==> src/hw/rtl/srecord_s1_writer_assert.svh <==
// Assertion macros for the S1 record writer.
// Used by srecord_s1_writer.sv; the asserting module supplies clk and rst.
`ifndef SRECORD_S1_WRITER_ASSERT_SVH
`define SRECORD_S1_WRITER_ASSERT_SVH

`ifndef SYNTHESIS

`define SRW_ASSERT_IMPLIES(lbl, ante, cons, msg) \
  lbl: assert property (@(posedge clk) disable iff (rst) (ante) |-> (cons)) else $error(msg);

`define SRW_ASSERT_NEXT(lbl, ante, cons, msg) \
  lbl: assert property (@(posedge clk) disable iff (rst) (ante) |=> (cons)) else $error(msg);

`else

`define SRW_ASSERT_IMPLIES(lbl, ante, cons, msg)

`define SRW_ASSERT_NEXT(lbl, ante, cons, msg)

`endif

`endif

==> src/hw/rtl/srw_pkg.sv <==
// Shared constants and character helpers for the S1 record writer.
// No dependencies; used by the channel interfaces and the top level.
`timescale 1ns / 1ps

package srw_pkg;

  localparam int FUNC_W = 2;
  localparam int CHAR_W = 8;
  localparam int ADDR_W = 16;

  localparam logic [FUNC_W-1:0] FUNC_DATA = 2'd0;
  localparam logic [FUNC_W-1:0] FUNC_ADDR = 2'd1;
  localparam logic [FUNC_W-1:0] FUNC_END  = 2'd2;

  localparam logic [CHAR_W-1:0] CHAR_S  = 8'h53;
  localparam logic [CHAR_W-1:0] CHAR_1  = 8'h31;
  localparam logic [CHAR_W-1:0] CHAR_CR = 8'h0D;
  localparam logic [CHAR_W-1:0] CHAR_LF = 8'h0A;

  // Terminator record "S9030000FC", sent without line end
  localparam logic [3:0] S9_LAST = 4'd9;

  function automatic logic [CHAR_W-1:0] hex_char(input logic [3:0] v);
    logic [CHAR_W-1:0] c;
    if (v <= 4'd9) begin
      c = 8'h30 + {4'h0, v};
    end else begin
      c = 8'h37 + {4'h0, v};
    end
    return c;
  endfunction

  function automatic logic [CHAR_W-1:0] s9_char(input logic [3:0] i);
    logic [CHAR_W-1:0] c;
    case (i)
      4'd0:    c = 8'h53;
      4'd1:    c = 8'h39;
      4'd3:    c = 8'h33;
      4'd8:    c = 8'h46;
      4'd9:    c = 8'h43;
      default: c = 8'h30;
    endcase
    return c;
  endfunction

endpackage

==> src/hw/rtl/srw_if.sv <==
// Valid/ready channel interfaces of the S1 record writer.
// Depends on srw_pkg for payload widths.
`timescale 1ns / 1ps

interface srw_item_if import srw_pkg::*; ();
  logic              valid;
  logic              ready;
  logic [FUNC_W-1:0] func;
  logic [7:0]        data_byte;
  logic [ADDR_W-1:0] new_address;

  modport source (output valid, func, data_byte, new_address, input ready);
  modport sink   (input valid, func, data_byte, new_address, output ready);
endinterface

interface srw_char_if import srw_pkg::*; ();
  logic              valid;
  logic              ready;
  logic [CHAR_W-1:0] out_char;
  logic              last_char;

  modport source (output valid, out_char, last_char, input ready);
  modport sink   (input valid, out_char, last_char, output ready);
endinterface

==> src/hw/rtl/srecord_s1_writer.sv <==
// S1 record writer: accepting a data item that does not fill a record leaves the input
// ready. A flush loads its first character into the output register once that register
// is free after the accepting edge; n bytes leave as 2n+12 characters, one per cycle
// while the output is not stalled, and the S9 terminator adds 10. The input is ready
// again the cycle after the last character loads.
// Reset clears the counter, byte count, sum and sequencer, not the byte store.
`timescale 1ns / 1ps

`include "srecord_s1_writer_assert.svh"

module srecord_s1_writer import srw_pkg::*; #(
  parameter int RECORD_BYTES = 16
) (
  input  logic          clk,
  input  logic          rst,
  srw_item_if.sink      items,
  srw_char_if.source    chars
);

  localparam int HELD_W  = $clog2(RECORD_BYTES + 1);
  localparam int SLOT_W  = (RECORD_BYTES > 1) ? $clog2(RECORD_BYTES) : 1;
  localparam int IDX_RAW = $clog2(RECORD_BYTES + 4);
  localparam int IDX_W   = (IDX_RAW > 4) ? IDX_RAW : 4;

  typedef enum logic [5:0] {
    S_IDLE = 6'b000001,
    S_HDR  = 6'b000010,
    S_HEX  = 6'b000100,
    S_CR   = 6'b001000,
    S_LF   = 6'b010000,
    S_TERM = 6'b100000
  } state_t;

  state_t              state;
  logic [7:0]          byte_store [RECORD_BYTES];
  logic [HELD_W-1:0]   held;
  logic [ADDR_W-1:0]   rec_addr;
  logic [ADDR_W-1:0]   counter;
  logic [7:0]          sum;

  logic [HELD_W-1:0]   rec_len;
  logic [7:0]          chk;
  logic                term_after;
  logic [IDX_W-1:0]    idx;
  logic                nib;
  logic [7:0]          cur_byte;

  logic                out_valid;
  logic [CHAR_W-1:0]   out_char;
  logic                out_last;

  logic                acc, is_data, data_flush, cmd_flush, flush_go, end_now;
  logic [HELD_W-1:0]   held_inc, flush_len;
  logic [ADDR_W-1:0]   flush_addr;
  logic [7:0]          sum_inc, flush_sum, flush_cnt, flush_chk;

  logic                out_free, gen_fire, gen_last, hex_done, byte_adv, from_mem;
  logic [CHAR_W-1:0]   gen_char;
  logic [IDX_W-1:0]    rec_end, idx_nxt, rd_pos;
  logic [SLOT_W-1:0]   rd_addr;
  logic [7:0]          byte_val;

  assign items.ready     = (state == S_IDLE);
  assign chars.valid     = out_valid;
  assign chars.out_char  = out_char;
  assign chars.last_char = out_last;

  // Input side: byte buffering and flush setup
  assign acc        = items.valid && items.ready;
  assign is_data    = (items.func == FUNC_DATA);
  assign held_inc   = held + HELD_W'(1);
  assign sum_inc    = sum + items.data_byte;
  assign data_flush = acc && is_data && (held_inc == HELD_W'(RECORD_BYTES));
  assign cmd_flush  = acc && ((items.func == FUNC_ADDR) || (items.func == FUNC_END))
                      && (held != '0);
  assign flush_go   = data_flush || cmd_flush;
  assign end_now    = acc && (items.func == FUNC_END) && (held == '0);

  assign flush_len  = is_data ? held_inc : held;
  assign flush_addr = (is_data && (held == '0)) ? counter : rec_addr;
  assign flush_sum  = is_data ? sum_inc : sum;
  assign flush_cnt  = 8'(flush_len) + 8'd3;
  assign flush_chk  = ~(flush_cnt + flush_addr[15:8] + flush_addr[7:0] + flush_sum);

  // Character sequencer
  assign out_free = !out_valid || chars.ready;
  assign gen_fire = (state != S_IDLE) && out_free;
  assign rec_end  = IDX_W'(rec_len) + IDX_W'(3);
  assign idx_nxt  = idx + IDX_W'(1);
  assign hex_done = nib && (idx == rec_end);
  assign byte_adv = gen_fire && (state == S_HEX) && nib && !hex_done;
  assign rd_pos   = idx - IDX_W'(2);
  assign rd_addr  = rd_pos[SLOT_W-1:0];
  assign from_mem = (idx_nxt >= IDX_W'(3)) && (idx_nxt < rec_end);

  always_comb begin
    if (idx_nxt == IDX_W'(1)) begin
      byte_val = rec_addr[15:8];
    end else if (idx_nxt == IDX_W'(2)) begin
      byte_val = rec_addr[7:0];
    end else begin
      byte_val = chk;
    end
  end

  always_comb begin
    gen_char = CHAR_S;
    gen_last = 1'b0;
    case (state)
      S_HDR:  gen_char = nib ? CHAR_1 : CHAR_S;
      S_HEX:  gen_char = hex_char(nib ? cur_byte[3:0] : cur_byte[7:4]);
      S_CR:   gen_char = CHAR_CR;
      S_LF: begin
        gen_char = CHAR_LF;
        gen_last = !term_after;
      end
      S_TERM: begin
        gen_char = s9_char(idx[3:0]);
        gen_last = (idx[3:0] == S9_LAST);
      end
      default: gen_char = CHAR_S;
    endcase
  end

  // Byte store and payload registers
  always_ff @(posedge clk) begin
    if (acc && is_data) begin
      byte_store[held[SLOT_W-1:0]] <= items.data_byte;
    end
    if (flush_go) begin
      cur_byte   <= flush_cnt;
      chk        <= flush_chk;
      rec_len    <= flush_len;
      term_after <= (items.func == FUNC_END);
    end else if (byte_adv) begin
      if (from_mem) begin
        cur_byte <= byte_store[rd_addr];
      end else begin
        cur_byte <= byte_val;
      end
    end
    if (gen_fire) begin
      out_char <= gen_char;
      out_last <= gen_last;
    end
  end

  // Control state
  always_ff @(posedge clk) begin
    if (rst) begin
      state     <= S_IDLE;
      held      <= '0;
      rec_addr  <= '0;
      counter   <= '0;
      sum       <= '0;
      idx       <= '0;
      nib       <= 1'b0;
      out_valid <= 1'b0;
    end else begin
      if (acc) begin
        case (items.func)
          FUNC_DATA: begin
            if (held == '0) begin
              rec_addr <= counter;
            end
            counter <= counter + ADDR_W'(1);
            if (data_flush) begin
              held <= '0;
              sum  <= '0;
            end else begin
              held <= held_inc;
              sum  <= sum_inc;
            end
          end
          FUNC_ADDR: begin
            counter <= items.new_address;
            held    <= '0;
            sum     <= '0;
          end
          FUNC_END: begin
            held <= '0;
            sum  <= '0;
          end
          default: ;
        endcase
      end

      if (flush_go) begin
        state <= S_HDR;
        idx   <= '0;
        nib   <= 1'b0;
      end else if (end_now) begin
        state <= S_TERM;
        idx   <= '0;
      end else if (gen_fire) begin
        case (state)
          S_HDR: begin
            nib <= !nib;
            if (nib) begin
              state <= S_HEX;
            end
          end
          S_HEX: begin
            if (!nib) begin
              nib <= 1'b1;
            end else if (hex_done) begin
              state <= S_CR;
            end else begin
              nib <= 1'b0;
              idx <= idx_nxt;
            end
          end
          S_CR: state <= S_LF;
          S_LF: begin
            if (term_after) begin
              state <= S_TERM;
              idx   <= '0;
            end else begin
              state <= S_IDLE;
            end
          end
          S_TERM: begin
            if (idx[3:0] == S9_LAST) begin
              state <= S_IDLE;
            end else begin
              idx <= idx_nxt;
            end
          end
          default: state <= S_IDLE;
        endcase
      end

      if (gen_fire) begin
        out_valid <= 1'b1;
      end else if (chars.ready) begin
        out_valid <= 1'b0;
      end
    end
  end

  `SRW_ASSERT_IMPLIES(a_held_bound, state == S_IDLE, held < HELD_W'(RECORD_BYTES), "byte count reached record size while idle")
  `SRW_ASSERT_IMPLIES(a_busy_clear, state != S_IDLE, held == '0 && sum == '0, "buffer not cleared during record output")
  `SRW_ASSERT_IMPLIES(a_hex_range, state == S_HEX, idx <= rec_end, "hex byte index ran past checksum")
  `SRW_ASSERT_NEXT(a_last_idle, gen_fire && gen_last, state == S_IDLE, "sequencer busy after last character")

endmodule
==> src/flat_wrapper.sv <==
// flat-port wrapper written by rule: the top's interface ports become plain ports
module srecord_s1_writer_flat import srw_pkg::*;
#(
  parameter int RECORD_BYTES = 16
)
  (clk, rst, items_valid, items_func, items_data_byte, items_new_address, items_ready, chars_valid, chars_out_char, chars_last_char, chars_ready);
  srw_item_if items_i ();
  srw_char_if chars_i ();
  input  logic clk;
  input  logic rst;
  input wire logic [$bits(items_i.valid)-1:0] items_valid;
  input wire logic [$bits(items_i.func)-1:0] items_func;
  input wire logic [$bits(items_i.data_byte)-1:0] items_data_byte;
  input wire logic [$bits(items_i.new_address)-1:0] items_new_address;
  output wire logic [$bits(items_i.ready)-1:0] items_ready;
  output wire logic [$bits(chars_i.valid)-1:0] chars_valid;
  output wire logic [$bits(chars_i.out_char)-1:0] chars_out_char;
  output wire logic [$bits(chars_i.last_char)-1:0] chars_last_char;
  input wire logic [$bits(chars_i.ready)-1:0] chars_ready;
  assign items_i.valid = items_valid;
  assign items_i.func = items_func;
  assign items_i.data_byte = items_data_byte;
  assign items_i.new_address = items_new_address;
  assign items_ready = items_i.ready;
  assign chars_valid = chars_i.valid;
  assign chars_out_char = chars_i.out_char;
  assign chars_last_char = chars_i.last_char;
  assign chars_i.ready = chars_ready;
  srecord_s1_writer #(.RECORD_BYTES(RECORD_BYTES)) u_core (.clk(clk), .rst(rst), .items(items_i), .chars(chars_i));
endmodule
==> config.mk <==
export PLATFORM = sky130hd
export DESIGN_NAME = srecord_s1_writer_flat
export DESIGN_NICKNAME = d
export VERILOG_FILES = /design/src/hw/rtl/srw_pkg.sv /design/src/hw/rtl/srw_if.sv /design/src/hw/rtl/srecord_s1_writer.sv /design/src/flat_wrapper.sv
export VERILOG_INCLUDE_DIRS = /design/src /design/src/hw/rtl
export SDC_FILE = /design/constraint.sdc
export NUM_CORES = 1
export LEC_CHECK = 0
export BUFFER_PORTS_ARGS = -buffer_cell sky130_fd_sc_hd__buf_4
export CELL_PAD_IN_SITES_DETAIL_PLACEMENT = 1
export CELL_PAD_IN_SITES_GLOBAL_PLACEMENT = 1
export CORE_UTILIZATION = 36
export DETAILED_ROUTE_END_ITERATION = 6
export PLACE_DENSITY_LB_ADDON = 0.1
export SYNTH_ARGS = -nofsm -noshare
export SYNTH_HDL_FRONTEND = slang
export SYNTH_SLANG_ARGS = --single-unit
==> constraint.sdc <==
create_clock -name clk -period 5 [get_ports clk]
set_clock_uncertainty 0.2 [all_clocks]
set_input_delay 0 -clock clk [delete_from_list [all_inputs] [get_ports clk]]
set_output_delay 0 -clock clk [all_outputs]
set_load 0.02 [all_outputs]
# Yosys cells after proc, flatten, opt, wreduce, memory -nomap -nowiden
# Memory sizes are Yosys's and may differ from the RTL's.
# Cells that the tools add are included.
[totals]
ramBits = 128
out_inout_bits = 11
regBits = 89
input_bits = 30
n_memories = 1
elab_cells = 150
[mem_list]
columns = ["memory", "depth", "width", "read_ports", "rd_clocked_by_memory_dff", "write_ports", "line", "source"]
rows = [
  ["u_core.byte_store", 16, 8, 1, 0, 1, "srecord_s1_writer.sv:35", "logic [7:0] byte_store [RECORD_BYTES];"],
]
[classes]
n_eq_ne = 32
n_reduce_logical = 44
muxes = 40
add_sub_neg = 12
bitwise_logic = 2
n_lt_le_gt_ge = 3
[op_table]
columns = ["cell", "count"]
rows = [
  ["2-to-1 mux 8 bit", 8],
  ["2-to-1 mux 6 bit", 7],
  ["case mux 8 bit (5 select lines)", 1],
  ["case mux 7 bit (5 select lines)", 1],
  ["adder 8 bit", 4],
  ["case mux 16 bit (2 select lines)", 1],
  ["2-to-1 mux 5 bit", 6],
  ["case mux 6 bit (5 select lines)", 1],
  ["adder 16 x 1 -> 16 bit, second input constant", 1],
  ["2-to-1 mux 16 bit", 1],
  ["!= test 4 x 1 -> 1 bit, second input constant", 4],
  ["case mux 8 bit (2 select lines)", 1],
  ["case mux 5 bit (3 select lines)", 1],
  ["AND reduction 5 bit", 3],
  ["adder 6 x 4 -> 7 bit, first input constant", 2],
  ["logical AND 1 bit", 14],
  ["!= test 3 x 1 -> 1 bit, second input constant", 4],
  ["nonzero test 2 bit", 6],
  ["adder 5 x 1 -> 5 bit, second input constant", 2],
  ["!= test 2 x 1 -> 1 bit, second input constant", 5],
  ["case mux 5 bit (2 select lines)", 1],
  ["equality test 4 bit, second input constant", 2],
  ["inverter 8 bit", 1],
  ["2-to-1 mux 7 bit", 1],
  ["39 further kinds", 55],
]

# Longest topological paths before layout
# Gate-level depths: netlist of run 1.
[logic_depth]
ltp_word = 9
ltp_mapped = 18
ltp_nobuf = 18

# Least setup slack after synthesis of run 1
# No wires, ideal clock.
[synth_path]
kind = "register -> register"
startpoint = "register u_core.held[0]"
endpoint = "register u_core.chk[7] (data pin)"
path_stages_with_launch = 19
t_required_ns = 4.540
t_arrival_ns = 3.879
slack_ns = 0.661
period_less_slack_ns = 4.339
path_buffers = 1
setup_ns = 0.260
cell_sequence = "dfxtp_1 -> inv_1 -> ha_1 -> nor4b_4 -> nand2_1 -> clkbuf_1 -> mux2i_1 -> fa_1 -> fa_1 -> inv_1 -> ha_1 -> inv_1 -> fa_1 -> inv_1 -> a21oi_1 -> o21bai_1 -> a31oi_1 -> xnor2_1 -> xnor2_1"
[synth_via]
elab_chain_len = 7
elab_cells_between_ends = 10
classes_between = "5 x add/sub; 2 x mux; 1 x bitwise; 2 x reduce/logical"
[synth_lines]
columns = ["item", "line", "source"]
rows = [
  ["from (decl)", "srecord_s1_writer.sv:36", "logic [HELD_W-1:0] held;"],
  ["from (signal assigned)", "srecord_s1_writer.sv:171", "held <= held_inc;"],
  ["adder 5 x 1 -> 5 bit or logical NOT 5 bit (tied branches)", "srecord_s1_writer.sv:71, srecord_s1_writer.sv:80", ""],
  ["2-to-1 mux 5 bit or logical AND 1 bit (tied branches)", "srecord_s1_writer.sv:79, srecord_s1_writer.sv:80", ""],
  ["adder 5 x 2 -> 6 bit or 2-to-1 mux 16 bit (tied branches)", "srecord_s1_writer.sv:82, srecord_s1_writer.sv:80", ""],
  ["adder 8 bit", "srecord_s1_writer.sv:83", "assign flush_chk = ~(flush_cnt + flush_addr[15:8] + flush_addr[7:0] + flush_sum);"],
  ["adder 8 bit (*) (2 in a row)", "srecord_s1_writer.sv:83", ""],
  ["inverter 8 bit (*)", "srecord_s1_writer.sv:83", ""],
  ["via u_core.flush_chk[7]", "srecord_s1_writer.sv:55", "logic [7:0] sum_inc, flush_sum, flush_cnt, flush_chk;"],
  ["to (signal assigned)", "srecord_s1_writer.sv:132", "chk <= flush_chk;"],
  ["to (decl)", "srecord_s1_writer.sv:42", "logic [7:0] chk;"],
]
# The timed path passes the listed nets; every way through them passes the cells marked *.
# A chain may end at the register's enable or synchronous reset.

# Final worst setup path of run 1
# Same ends and word-level chain as after synthesis.

==> summary.md, run 1 <==
| Metric | Value |
|---|---|
| Run status | `finished, final reports clean` |
| Largest net degree at the start of global routing | `51` |
| First-pass GRT wire length | `48160 microns` |
| Root buffer selected by CTS | `clkbuf_16` |
| Fill cell count | `3285` |
| Count of buffers from port buffering | `39` |
| Slew headroom | `0.2111` |
| Critical path arrival | `4.70 ns` |
| PwrDens | `349.7 nW/um^2` |
| Int Pwr | `0.003441 W` |
| Remaining antenna violation count | `0` |
| Fin crit period | `4.613 ns` |
| Number of vias after detailed routing | `7681` |
| Initial Utilization | `0.3683` |
| Mapped Nets | `1016` |
| Number of library cell types mapped by synthesis | `76` |
| Sinks on the clock net | `216` |
| Post-layout worst setup margin | `0.3868 ns` |
| Post-Route M1 WL | `15400 microns` |
| Via count of the first global-routing pass | `7924` |
| Number of antenna violations at the first check in global routing | `1` |
| Relative contribution of combinational cells to total power | `0.136` |
| CP Launch Type | `flop` |
| Number of synthesized register bits | `216` |
| Routed via count divided by cell count | `5.383` |
| Number of buffers created by CTS | `27` |
| Post-synthesis average cell area | `12.14 sq um` |
| Standard cell core area | `30750 sq um` |
| Total GRT Usage | `0.2001` |
| Routed wire length | `31170 microns` |
| Max-cap violations | `0` |
| Placed cell areas | `12010 sq um` |
| Post-detailed-route wirelength per cell | `21.84 microns` |
| Switching fraction of total power | `0.2647` |
| Reg2Reg Launch Point | `u_core.held[0]` |
| Overall die width | `179.4 microns` |
| Fraction of power consumed by sequential logic | `0.438` |
| Layout-stage area growth over the synthesis result | `18.17%` |
| Met2 layer wire length in the routed design | `14390 microns` |
| Worst hold path type | `in -> reg` |
| Number of instances in the synthesized netlist | `933` |
| Placement row count | `64` |
| Worst-path fanout max | `16` |
| Remaining Overflow, GRT | `0` |
| Most used DFF post-synth | `edfxtp_1` |
| Count of pins on the block boundary | `41` |
| Leakage dissipation | `4.906 nW` |
| Height of the die | `179.4 microns` |
| Fraction of registers with async set/reset | `0` |
| Share of total power in the clock network | `0.425` |
| H-tree depth | `1` |
| Final antenna diode count | `0` |
| Post-synth top area share | `0.4190` |
| Slew @ Worst Pin | `1.179 ns` |
| Setup repair after global routing missed its margin | `no` |
| Endpoint of the worst hold path | `u_core.byte_store[0][2]` |
| Final weighted congestion in routability-driven placement | `0.7884` |
| Top achievable clock speed | `216.8 MHz` |
| RR Endpoint | `u_core.chk[7]` |
| Maximum clock path buffer count | `3` |
| Detailed-routed wire length on met3 | `893 microns` |
| Drc violations | `0` |
| Data required time of the worst path | `5.09 ns` |
| Setup crit end kind | `flop` |
| Hold Startpoint | `items_data_byte[2]` |
| Switching power summed over all nets | `0.001239 W` |
| Share of synthesized area occupied by flip-flops and latches | `0.5215` |
| Clock insertion delay at the later pin of the skew report | `0.55 ns` |
| Period utilisation layout | `0.9226` |
| Core utilization of the finished layout | `0.4352` |
| Largest cells by area after synthesis | `edfxtp_1, dfxtp_1, mux4_2, ha_1, fa_1` |
| Worst IR drop on VDD | `0.2763 mV` |
| Fraction of final layout cells sized beyond drive strength 1 | `0.1639` |
| Area enclosed by the die boundary | `32170 sq um` |
| Number of gates resized after CTS | `0` |
| Max Used Layer | `met4` |
| Count of yosys warnings during synthesis | `0` |
| Start-to-end type of the worst setup path | `reg -> reg` |
| Number of cells traversed by the worst hold path | `2` |
| Final-report max-slew violation count | `0` |
| Synth Cell Area | `11320 sq um` |
| Number of cells traversed by the worst register-to-register path | `16` |
| Post-synthesis cell type with the largest combined area | `edfxtp_1` |
| Minimum setup slack after placement | `0.3997 ns` |
| Post-detailed-placement half-perimeter wirelength | `21870 microns` |
| Clock-pin slew on the worst setup and hold paths | `0.06 ns` |
| Final Cell Area | `13380 sq um` |
| Number of flops mapped to enable cells by yosys | `158` |
| Final hold vios | `0` |
| Total of endpoints with negative setup slack in the final report | `0` |
| CTS tree | `built` |
| Nets | `1095` |
| Worst setup slack for register-to-register paths | `0.39 ns` |
| Total iterations of the first detailed-routing run | `6` |
| Total Negative Setup Slacks | `0 ns` |
| 1st-iter DRT viols | `382` |
-- layer usage --
| metal | up-vias | GRT usage |
|---|---|---|
| li1 | 3683 | - |
| met1 | 3871 | 0.2925 |
| met2 | 95 | 0.3224 |
| met3 | 32 | 0.02215 |
| met4 | 0 | 0.03782 |
| met5 | - | 0 |
-- area by class of cell --
class	instances	area (sq um)	area share
tap	396	495.5	0.03702
inverter	51	191.4	0.01430
clock buffer	31	720.7	0.05385
clock inverter	17	191.4	0.01430
multi-input combinational	614	4996	0.3733
timing repair buffer	102	880.8	0.06582
sequential	216	5907	0.4414
-- placed cells by master (no fill, tap or decap), types with 16 or more instances in the layout --
| master | n |
|---|---|
| ha_1 | 39 |
| a21oi_1 | 38 |
| nor2_1 | 69 |
| dfxtp_1 | 57 |
| a22oi_1 | 19 |
| xnor2_1 | 25 |
| nand3_1 | 30 |
| mux4_2 | 35 |
| o22ai_1 | 17 |
| dlygate4sd3_1 | 46 |
| buf_4 | 56 |
| and3_1 | 17 |
| inv_1 | 51 |
| edfxtp_1 | 158 |
| nand2_1 | 62 |
| a211oi_1 | 16 |
| mux2i_1 | 20 |
| o21ai_0 | 28 |
| clkbuf_16 | 27 |
-- repair_timing --
item | CTS | global route
hold buffers | 46 | 0
endpoints found under the hold margin | 185 | 0
setup buffers | 0 | 0
-- flip-flops by register name (all words and copies together) (netlist names) --
| register | flops |
|---|---|
| u_core.rec_len | 5 |
| u_core.idx | 5 |
| u_core.held | 5 |
| u_core.chars.valid | 1 |
| u_core.byte_store | 128 |
| u_core.chars.last_char | 1 |
| u_core.state | 6 |
| u_core.sum | 8 |
| u_core.rec_addr | 16 |
| u_core.chk | 8 |
| u_core.nib | 1 |
| u_core.cur_byte | 8 |
| u_core.chars.out_char | 7 |
| u_core.term_after | 1 |
| u_core.counter | 16 |
-- metrics by stage --
stage	instances	total power (W)	hold slack [ns]
after floorplan	933	0.002481	-0.1011
after global placement	1333	0.002686	0.08689
after detailed placement	1333	0.002695	0.09182
after CTS	1427	0.004730	0.1293
after global routing	1427	0.004869	0.1574
final	1427	0.004680	0.1457
-- how the worst max path moves through the flow --
stage / from / to / slack, ns
2_1_floorplan: u_core.held[0] / u_core.chk[7] / 0.66
6_report: u_core.held[0] / u_core.chk[7] / 0.39
4_1_cts: u_core.held[0] / u_core.chk[7] / 0.37
5_1_grt: u_core.held[0] / u_core.chk[7] / 0.07
3_3_place_gp: u_core.held[0] / u_core.chk[7] / 0.51
3_5_place_dp: u_core.held[0] / u_core.chk[7] / 0.40
-- worst max-delay path, stage by stage, from the launching register on --
cell	delay [ns]
dfxtp_1	0.49
inv_1	0.15
ha_1	0.28
nor4b_4	0.16
nand2_1	0.14
buf_4	0.27
mux2_2	0.38
fa_1	0.48
inv_1	0.05
fa_1	0.52
fa_1	0.47
inv_1	0.07
a21oi_1	0.06
o21bai_1	0.22
a31oi_1	0.14
xnor2_1	0.20
xnor2_1	0.09
-- power groups by stage --
stage	registers, W	clock network [W]	logic (W)
final	0.00205	0.00199	0.000637
after global routing	0.00206	0.00209	0.000714
after CTS	0.00205	0.00203	0.000645
after detailed placement	0.00209	0	0.000605
after global placement	0.00209	0	0.000597
after floorplan	0.00208	0	0.000401
-- cells in the mapped netlist (14+ instances only) --
library cell	count
mux4_2	35
buf_2	14
a21oi_1	38
o21ai_0	28
edfxtp_1	158
o22ai_1	17
xnor2_1	25
inv_1	51
ha_1	39
and3_1	17
mux2i_1	20
dfxtp_1	58
fa_1	14
clkbuf_1	30
nor2_1	69
mux2_2	14
nand2_1	62
nand3_1	30
a22oi_1	19
a211oi_1	16
-- cells by family (layout without fill, tap and decap cells) --
group,after synthesis,after routing,synth area share
AOI/OAI and AO/OA,193,193,0.1180
xor gates and xnor gates,40,40,0.03469
adders and majority gates,53,53,0.06784
buffers and inverters,103,201,0.03734
DFF,216,216,0.5215
muxes,69,69,0.1012
other,1,1,0.0003311
and+or+nand+nor,258,258,0.1191
Power figures use the tool's default switching activity.
==> run 2: changes to the inputs <==
RECOVER_POWER = 25   (was default)
==> run 2 against run 1 <==
- die area stayed put
- via count hardly changed
- wire length hardly changed
- sequential share of layout area is 0.087 points higher
- clock power hardly changed
- critical path type unchanged
- highest routed layer unchanged
==> summary.md, run 2 (synthesized netlist as in run 1, its figures left out) <==
| Metric | Value |
|---|---|
| Routed wire length | `31150 microns (about the same)` |
| Worst IR drop on VDD | `0.2808 mV (+1.7%)` |
| Setup repair after global routing missed its margin | `no` |
| Area enclosed by the die boundary | `32170 sq um (unchanged)` |
| Number of buffer and inverter instances along the worst setup path | `4 (unchanged)` |
| Post-detailed-route wirelength per cell | `21.83 microns (about the same)` |
| Total iterations of the first detailed-routing run | `6 (unchanged)` |
| Max-cap violations | `0 (unchanged)` |
| Start-to-end type of the worst setup path | `reg -> reg` |
| Worst hold path type | `in -> reg` |
| Top achievable clock speed | `217.0 MHz (about the same)` |
| Setup crit end kind | `flop` |
| First-pass GRT wire length | `48160 microns (unchanged)` |
| Kind of cell adding the most delay to the critical path | `adder cells` |
| Nets | `1095 (unchanged)` |
| Final weighted congestion in routability-driven placement | `0.7884 (unchanged)` |
| Drc violations | `0 (unchanged)` |
| Minimum setup slack after placement | `0.3997 ns (unchanged)` |
| Total of endpoints with negative setup slack in the final report | `0 (unchanged)` |
| Worst path max stage delay | `0.52 ns (about the same)` |
| Final-report max-slew violation count | `0 (unchanged)` |
| Slew @ Worst Pin | `1.174 ns (-0.004937 ns)` |
| 1st-iter DRT viols | `393 (+2.9%)` |
| Maximum clock path buffer count | `3 (unchanged)` |
| Largest net degree at the start of global routing | `51 (unchanged)` |
| Hold_buf cts | `46 (unchanged)` |
| Layout-stage area growth over the synthesis result | `17.94%` |
| Critical path arrival | `4.70 ns (about the same)` |
| Leakage dissipation | `4.881 nW (-0.52%)` |
| Sinks on the clock net | `216 (unchanged)` |
| Post-detailed-placement half-perimeter wirelength | `21870 microns (unchanged)` |
| Clock-pin slew on the worst setup and hold paths | `0.06 ns (about the same)` |
| Leading cell types in the layout, fill and taps excluded | `edfxtp_1, nor2_1, nand2_1, dfxtp_1, inv_1` |
| CTS tree | `built` |
| Number of vias after detailed routing | `7674 (-0.091%)` |
| Multi-input combinational cell area | `4996 sq um (unchanged)` |
| Overall die width | `179.4 microns (unchanged)` |
| Initial Utilization | `0.3683 (unchanged)` |
| Run status | `finished, final reports clean` |
| Critical-path top delay cell | `fa_1` |
| Count of buffers from port buffering | `39 (unchanged)` |
| Most frequent standard cell in the layout excluding fill and tap cells | `edfxtp_1` |
| Remaining antenna violation count | `0 (unchanged)` |
| Height of the die | `179.4 microns (unchanged)` |
| Fraction of final layout cells sized beyond drive strength 1 | `0.1571 (-0.006790)` |
| Data required time of the worst path | `5.09 ns (about the same)` |
| Worst-path fanout max | `16 (unchanged)` |
| Number of gates resized after CTS | `0 (unchanged)` |
| Routed via count divided by cell count | `5.378 (about the same)` |
| Placement row count | `64 (unchanged)` |
| Number of antenna violations at the first check in global routing | `1 (unchanged)` |
| Via count of the first global-routing pass | `7924 (unchanged)` |
| Remaining Overflow, GRT | `0 (unchanged)` |
| Area taken by flip-flops and latches | `5907 sq um (unchanged)` |
| Postcts setup bufs | `0 (unchanged)` |
| Cell Chain, Critical Path | `inv_1 > ha_1 > nor4b_4 > nand2_1 > buf_4 > mux2_2 > fa_1 > inv_1 > fa_1 > fa_1 > inv_1 > a21oi_1 > o21bai_1 > a31oi_1 > xnor2_1 > xnor2_1` |
| Fill cell count | `3284 (-0.030%)` |
| Fin crit period | `4.609 ns (-0.003950 ns)` |
| Number of flip-flops under the largest register name | `128 (unchanged)` |
| Clock insertion delay at the later pin of the skew report | `0.55 ns (about the same)` |
| Root buffer selected by CTS | `clkbuf_16` |
| PwrDens | `350.1 nW/um^2 (+0.12%)` |
| Final antenna diode count | `0 (unchanged)` |
| Total GRT Usage | `0.2001 (unchanged)` |
| CP Launch Type | `flop` |
| H-tree depth | `1 (unchanged)` |
| Final hold vios | `0 (unchanged)` |
| Count of pins on the block boundary | `41 (unchanged)` |
| Number of buffers created by CTS | `27 (unchanged)` |
| Standard cell core area | `30750 sq um (unchanged)` |
| Slew headroom | `0.2144 (+0.003304)` |
| Period utilisation layout | `0.9219 (about the same)` |
| Post-layout worst setup margin | `0.3907 ns (+0.003950 ns)` |
| Total Negative Setup Slacks | `0 ns (unchanged)` |
## run 2: changes by cell type in the layout (fill, tap and decap cells not counted)
cell      delta
buf_4        -7
clkbuf_1     +7
## run 2: layout make-up
type                            count  share of cell area
Tap cell                          396             0.03710
Inverter                           51             0.01433
Multi-Input combinational cell    614              0.3741
Timing Repair Buffer              102             0.06398
Clock inverter                     17             0.01433
Clock buffer                       31             0.05396
Sequential cell                   216              0.4422
## run 2: path summary, 6_finish.rpt
| path | startpoint | end | slack, ns | depth (start not counted) |
|---|---|---|---|---|
| min | items_data_byte[0] | u_core.byte_store[5][0] | 0.18 | 2 |
| min reg2reg | u_core.rec_addr[6] | u_core.rec_addr[6] | 0.30 | 2 |
| max reg2reg | u_core.held[0] | u_core.chk[7] | 0.39 | 16 |
| max | u_core.held[0] | u_core.chk[7] | 0.39 | 16 |
## run 2: report_power, final
group	switching, W	internal (W)
combinational	0.000382	0.000252
clock	0.000797	0.00119
sequential	0.0000586	0.00199
## run 2: routing by layer
layer	global-route usage	part of all wire	routed length [microns]	up-vias
li1	-	-	-	3684
met1	0.2925	0.49	15280	3862
met2	0.3224	0.46	14400	96
met3	0.02215	0.031	979	32
met4	0.03782	0.015	481	0
met5	0	0	0	-
## run 2: stage by stage
| step | cell area, sq um | std cells | power [W] | hold slack, ns | util |
|---|---|---|---|---|---|
| after global placement | 12010 | 1333 | 0.002686 | 0.08689 | 0.3906 |
| final | 13360 | 1427 | 0.004677 | 0.1791 | 0.4344 |
| after detailed placement | 12010 | 1333 | 0.002695 | 0.09182 | 0.3906 |
| after global routing | 13360 | 1427 | 0.004867 | 0.1871 | 0.4344 |
| after CTS | 13380 | 1427 | 0.004730 | 0.1293 | 0.4352 |
| after floorplan | 11320 | 933 | 0.002481 | -0.1011 | - |
